[src/assert_macros.svh]
// Assertion macros shared by the distance and angle unit.
// Needs nothing else; files that check their own logic include it.
`ifndef ASSERT_MACROS_SVH
`define ASSERT_MACROS_SVH

// Same-cycle implication, disabled while reset is applied.
`define VDA_ASSERT_IMPL(label, clk, rst_n, ante, cons, msg) \
	label: assert property (@(posedge clk) disable iff (!(rst_n)) (ante) |-> (cons)) \
		else $error(msg);

// Next-cycle implication, disabled while reset is applied.
`define VDA_ASSERT_NEXT(label, clk, rst_n, ante, cons, msg) \
	label: assert property (@(posedge clk) disable iff (!(rst_n)) (ante) |=> (cons)) \
		else $error(msg);

`endif

[src/vda_pkg.sv]
// Types, widths and constants of the vector distance and angle unit.
// Depends on nothing; every module of the unit imports it.
package vda_pkg;

	// Configuration of the datapath
	localparam int CORDIC_STEPS = 16;
	localparam int COORD_BITS   = 20;

	// Derived widths
	localparam int DIFF_W      = COORD_BITS + 1;
	localparam int SQ_W        = 2 * COORD_BITS + 1;
	localparam int RAD_W       = 2 * DIFF_W;
	localparam int SQRT_DIGITS = DIFF_W;
	localparam int REM_W       = SQRT_DIGITS + 2;
	localparam int DIST_BITS   = COORD_BITS + 2;
	localparam int DEPTH       = (SQRT_DIGITS > CORDIC_STEPS) ? SQRT_DIGITS : CORDIC_STEPS;
	localparam int GUARD_BITS  = 58 - COORD_BITS;
	localparam int CW          = 64;
	localparam int ACC_W       = 32;
	localparam int ANGLE_W     = 16;

	// Angle accumulator constants: pi and half an output LSB
	localparam logic [ACC_W-1:0] ACC_PI    = 32'h8000_0000;
	localparam logic [ACC_W-1:0] ACC_ROUND = 32'h0000_8000;

	// atan(2^-i) in units of 2pi/2^32
	localparam logic [ACC_W-1:0] ATAN_TAB [24] = '{
		32'h20000000, 32'h12E4051E, 32'h09FB385B, 32'h051111D4,
		32'h028B0D43, 32'h0145D7E1, 32'h00A2F61E, 32'h00517C55,
		32'h0028BE53, 32'h00145F2F, 32'h000A2F98, 32'h000517CC,
		32'h00028BE6, 32'h000145F3, 32'h0000A2FA, 32'h0000517D,
		32'h000028BE, 32'h0000145F, 32'h00000A30, 32'h00000518,
		32'h0000028C, 32'h00000146, 32'h000000A3, 32'h00000051
	};

	typedef struct packed {
		logic signed [COORD_BITS-1:0] start_x;
		logic signed [COORD_BITS-1:0] start_y;
		logic signed [COORD_BITS-1:0] end_x;
		logic signed [COORD_BITS-1:0] end_y;
	} operands_t;

	typedef struct packed {
		logic [DIST_BITS-1:0] distance;
		logic [ANGLE_W-1:0]   angle;
		logic                 zero_vector;
	} result_t;

	typedef struct packed {
		logic             vld;
		logic [RAD_W-1:0] rad;
	} sq_in_t;

	typedef struct packed {
		logic                 vld;
		logic [DIST_BITS-1:0] mag;
	} sq_out_t;

	typedef struct packed {
		logic                     vld;
		logic                     zero;
		logic signed [DIFF_W-1:0] dx;
		logic signed [DIFF_W-1:0] dy;
	} co_in_t;

	typedef struct packed {
		logic               vld;
		logic               zero;
		logic [ANGLE_W-1:0] angle;
	} co_out_t;

endpackage

[src/vda_sqrt_pipe.sv]
// Pipelined digit-by-digit square root with round-half-up on the last stage.
// Depends on vda_pkg; one root digit per stage, spare stages only delay.
module vda_sqrt_pipe (
	input  logic            clk,
	input  logic            arst_n,
	input  vda_pkg::sq_in_t sin,
	output vda_pkg::sq_out_t sout
);
	import vda_pkg::*;

	logic                   vld_s  [DEPTH+1];
	logic [RAD_W-1:0]       rad_s  [DEPTH+1];
	logic [REM_W-1:0]       rem_s  [DEPTH+1];
	logic [SQRT_DIGITS-1:0] root_s [DEPTH+1];

	// Stage zero is the incoming radicand
	assign vld_s[0]  = sin.vld;
	assign rad_s[0]  = sin.rad;
	assign rem_s[0]  = '0;
	assign root_s[0] = '0;

	for (genvar k = 0; k < DEPTH; k++) begin : g_stage
		// Advance the valid bit
		always_ff @(posedge clk or negedge arst_n) begin
			if (!arst_n) begin
				vld_s[k+1] <= 1'b0;
			end else begin
				vld_s[k+1] <= vld_s[k];
			end
		end

		if (k < SQRT_DIGITS) begin : g_digit
			logic [REM_W+1:0] rem_sh;
			logic [REM_W+1:0] trial;
			logic             take;

			// Bring down the next bit pair and try the digit one
			always_comb begin
				rem_sh = {rem_s[k], rad_s[k][RAD_W-1 -: 2]};
				trial  = {{(REM_W-SQRT_DIGITS){1'b0}}, root_s[k], 2'b01};
				take   = (rem_sh >= trial);
			end

			always_ff @(posedge clk) begin
				rad_s[k+1]  <= {rad_s[k][RAD_W-3:0], 2'b00};
				rem_s[k+1]  <= take ? REM_W'(rem_sh - trial) : REM_W'(rem_sh);
				root_s[k+1] <= {root_s[k][SQRT_DIGITS-2:0], take};
			end
		end else begin : g_hold
			// Hold the finished digits until the angle catches up
			always_ff @(posedge clk) begin
				rad_s[k+1]  <= rad_s[k];
				rem_s[k+1]  <= rem_s[k];
				root_s[k+1] <= root_s[k];
			end
		end
	end

	// Round: step up when the remainder exceeds the root
	logic                 vld_q;
	logic [DIST_BITS-1:0] dist_q;
	logic [DIST_BITS-1:0] root_ext;

	assign root_ext = DIST_BITS'(root_s[DEPTH]);

	always_ff @(posedge clk or negedge arst_n) begin
		if (!arst_n) begin
			vld_q <= 1'b0;
		end else begin
			vld_q <= vld_s[DEPTH];
		end
	end

	always_ff @(posedge clk) begin
		if (DIST_BITS'(rem_s[DEPTH]) > root_ext) begin
			dist_q <= root_ext + DIST_BITS'(1);
		end else begin
			dist_q <= root_ext;
		end
	end

	assign sout.vld = vld_q;
	assign sout.mag = dist_q;

endmodule

[config.mk]
export PLATFORM = sky130hd
export DESIGN_NAME = vda_sqrt_pipe
export DESIGN_NICKNAME = d
export VERILOG_FILES = /design/src/assert_macros.svh /design/src/vda_pkg.sv /design/src/vda_sqrt_pipe.sv
export SDC_FILE = /design/constraint.sdc
export NUM_CORES = 2
export LEC_CHECK = 0
export BUFFER_PORTS_ARGS = -buffer_cell sky130_fd_sc_hd__buf_4
export CAP_MARGIN = 20
export CORE_MARGIN = 3
export CORE_UTILIZATION = 65
export DETAILED_ROUTE_END_ITERATION = 8
export GPL_ROUTABILITY_DRIVEN = 1
export PLACE_DENSITY_LB_ADDON = 0.05
export SLEW_MARGIN = 20
export SYNTH_ARGS = -nofsm -noshare
export SYNTH_HDL_FRONTEND = slang
export SYNTH_SLANG_ARGS = --single-unit
[constraint.sdc]
create_clock -name clk -period 7.47 [get_ports clk]
set_clock_uncertainty 0.2 [all_clocks]
set_input_delay 0.747 -clock clk [delete_from_list [all_inputs] [get_ports clk]]
set_output_delay 0.747 -clock clk [all_outputs]
set_load 0.02 [all_outputs]
==> summary.txt <==
die height = 263 um
total CTS buffers = 108
GPL Wtd Cong = 0.875
core footprint = 65,000 um2
Initial Util = 66.2%
setup tns final = 0 ps
busiest grt layer = met2
# setup viols final = 0
Hold Path Class = in2reg
Setup Buffers After CTS = 0
FP Rows = 93
Reg2Reg Setup Slack = 3460 ps
Synth Flop Type = dfxtp_1
fin nets = 4,685
Crit path largest cell delay = 830 ps
vias = 29.5k
CTS root buf = clkbuf_16
commonest cells after routing, fill and taps aside = dfxtp_1 (1,126), inv_1 (351), ha_1 (277), nor2_1 (252), nand2_1 (244)
largest net degree at the start of global routing = 39
RSZ-0062 raised after global routing = no
H-tree Lvls = 3
async set-or-reset flop fraction in the synthesized netlist = 1.92%
Critical Path RT = 7810 ps
placed inst area = 44,500 um2
status = completed
met1 global-route usage = 30.2%
CTS tree = built
CP endpoint kind = flip-flop
crit path max-delay cell type = a311oi_2
Max-slew headroom = 30.2%
Netlist Area Pre-Place = 43,100 um2
most common cell after layout, fill and taps aside = dfxtp_1
CTS sink cnt = 1,148
Die Span X = 263 um
gr usage total = 24.7%
Pwr Density = 351 nW/um2
clk slew on worst S/H paths = 60 ps
Filler Cell Count = 4,546
routed wire length = 86.6 mm
Remaining DRCs = 0
Syn Inst Count = 4,211
Iter 0 DRT Violations = 1,835
CP Cell Sequence = inv_1, ha_1, and4_1, and3_1, a221oi_1, o21ai_1, a311oi_2, buf_4, inv_2, a221oi_1, nand3_1
final hold violation count = 0
register area share after synthesis = 53.6%
share of cells above drive strength 1 = 8.10%
Most common cell on crit path = a221oi_1
period utilization = 53.7%
Post-Place Worst Slack = 3590 ps
Slew Viols, Final = 0
grt ovf = 0
Worst path top cell family by delay = compound AO/OA/AOI/OAI gates
met3 usage = 3.28%
Net Count, Synth = 4,533
clk buf depth = 3
Warnings, synthesis = 0
clk_lat worst skew = 680 ps
met2 Use GR = 44.7%
die area = 69,400 um2
syn avg cell area = 10.2 um2
max cap viols = 0
sum of net half-perimeters after detailed placement = 62.6 mm
PortBufs = 67
vias in the first global route = 29.0k
hold_ws = 33.9 ps
n_diodes = 0
area grow syn2layout = 13.1%
Tightest Pin Transition = 1040 ps
EDFF count, synth = 0
remaining antenna violation count = 0
critical path launch point type = flip-flop
setup ws final = 3460 ps
Ports = 68
Tmin final = 4010 ps
Leak = 23.0 nW
routed len/inst = 16.3 um
Peak VDD IR = 240 uV
post-synthesis cell type count = 88
initial antenna violation count = 1
Peak Freq = 0.249 GHz
WS Path Type = reg2reg
hold-fix buffers at CTS = 42
CP Buf/Inv Count = 3
post-CTS sizing = 0
post-route cell area = 48,700 um2
first-pass GRT wire length = 142 mm
CP Max Fanout = 20
arrival time worst endpoint = 4350 ps
drt first pass iters = 7
vias per std cell = 5.56
Synth Register Bits = 1,148
## power by group
group          switching (mW)  internal [mW]  total, mW
Clock                    2.30           3.43       5.73
Sequential              0.769           7.24       8.01
Combinational            1.82           1.57       3.38
## cell families after synthesis
kind of cell	synth area share, %
other	0.00871
AO/OA/AOI/OAI	12.1
flip-flops	53.6
AND/OR/NAND/NOR	12.9
multiplexers	1.80
adder cells (fa/ha/maj)	8.05
XOR/XNOR	7.71
buffers and inverters	3.89
## cell type report
cell class | instances | area, um2 | area share (%)
Clock buffer | 154 | 3100 | 6.36
Clock inverter | 49 | 749 | 1.54
Inverter | 352 | 1320 | 2.71
Multi-Input combinational cell | 2630 | 18400 | 37.7
Sequential cell | 1148 | 23100 | 47.4
Tap cell | 855 | 1070 | 2.20
Timing Repair Buffer | 123 | 1030 | 2.11
## sequential cells by signal (all words and copies together) (netlist names)
| signal | cells |
|---|---|
| vld_q | 1 |
| vld_s | 21 |
| g_stage.g_digit.trial | 210 |
| rad_s | 380 |
| g_stage.g_digit.rem_sh | 471 |
| root_ext | 21 |
| rem_s | 22 |
| dist_q | 22 |
## synthesized netlist by cell type, drive strengths merged, types with 23 or more instances
cell type  instances  share of area, %
a31oi             23              0.33
a21oi            244               2.8
mux2              59               1.5
xor2             163               3.3
o31ai             27              0.47
or3               31              0.47
clkbuf            61              0.53
nor4              56              0.85
nor2             252               2.2
dfxtp           1126                52
nand2b            54              0.78
inv              352               3.1
nand2            244               2.1
nand4             49              0.71
xnor2            216               4.4
ha               277               8.0
and3              23              0.33
nor3             122               1.4
or4               32              0.58
o21ai            203               2.4
a21o              89               1.6
a211oi            24              0.42
o21a              49              0.85
nand3             79              0.92
nor2b             37              0.54
## layer usage
layer | vias up | share of wire [%]
met5 | - | 0
met4 | 0 | 3.6
met3 | 216 | 3.9
met2 | 674 | 50
met1 | 13772 | 42
li1 | 14855 | -
## worst paths after layout
| path | start | endpoint | depth (start not counted) |
|---|---|---|---|
| hold reg to reg | rad_s[534]$_DFF_P_ | rad_s[494]$_DFF_P_ | 0 |
| setup / recovery | g_stage[17].g_digit.trial[8]$_DFF_P_ | g_stage[18].g_digit.rem_sh[24]$_DFF_P_ | 11 |
| hold / removal | sin[40] | g_stage[1].g_digit.rem_sh[2]$_DFF_P_ | 2 |
| min in group asynchronous | arst_n | vld_s[11]$_DFF_PN0_ | 2 |
| setup reg to reg | g_stage[17].g_digit.trial[8]$_DFF_P_ | g_stage[18].g_digit.rem_sh[24]$_DFF_P_ | 11 |
| max in group asynchronous | arst_n | vld_q$_DFF_PN0_ | 2 |
## through the flow
step,instances,util [%],power [mW]
CTS,5311,74.9,17.2
global route,5311,74.9,18.0
detailed placement,5066,68.4,11.5
global placement,5066,68.3,11.4
floorplan,4211,-,10.5
finish,5311,74.9,17.1
(Power assumes the default switching activity.)
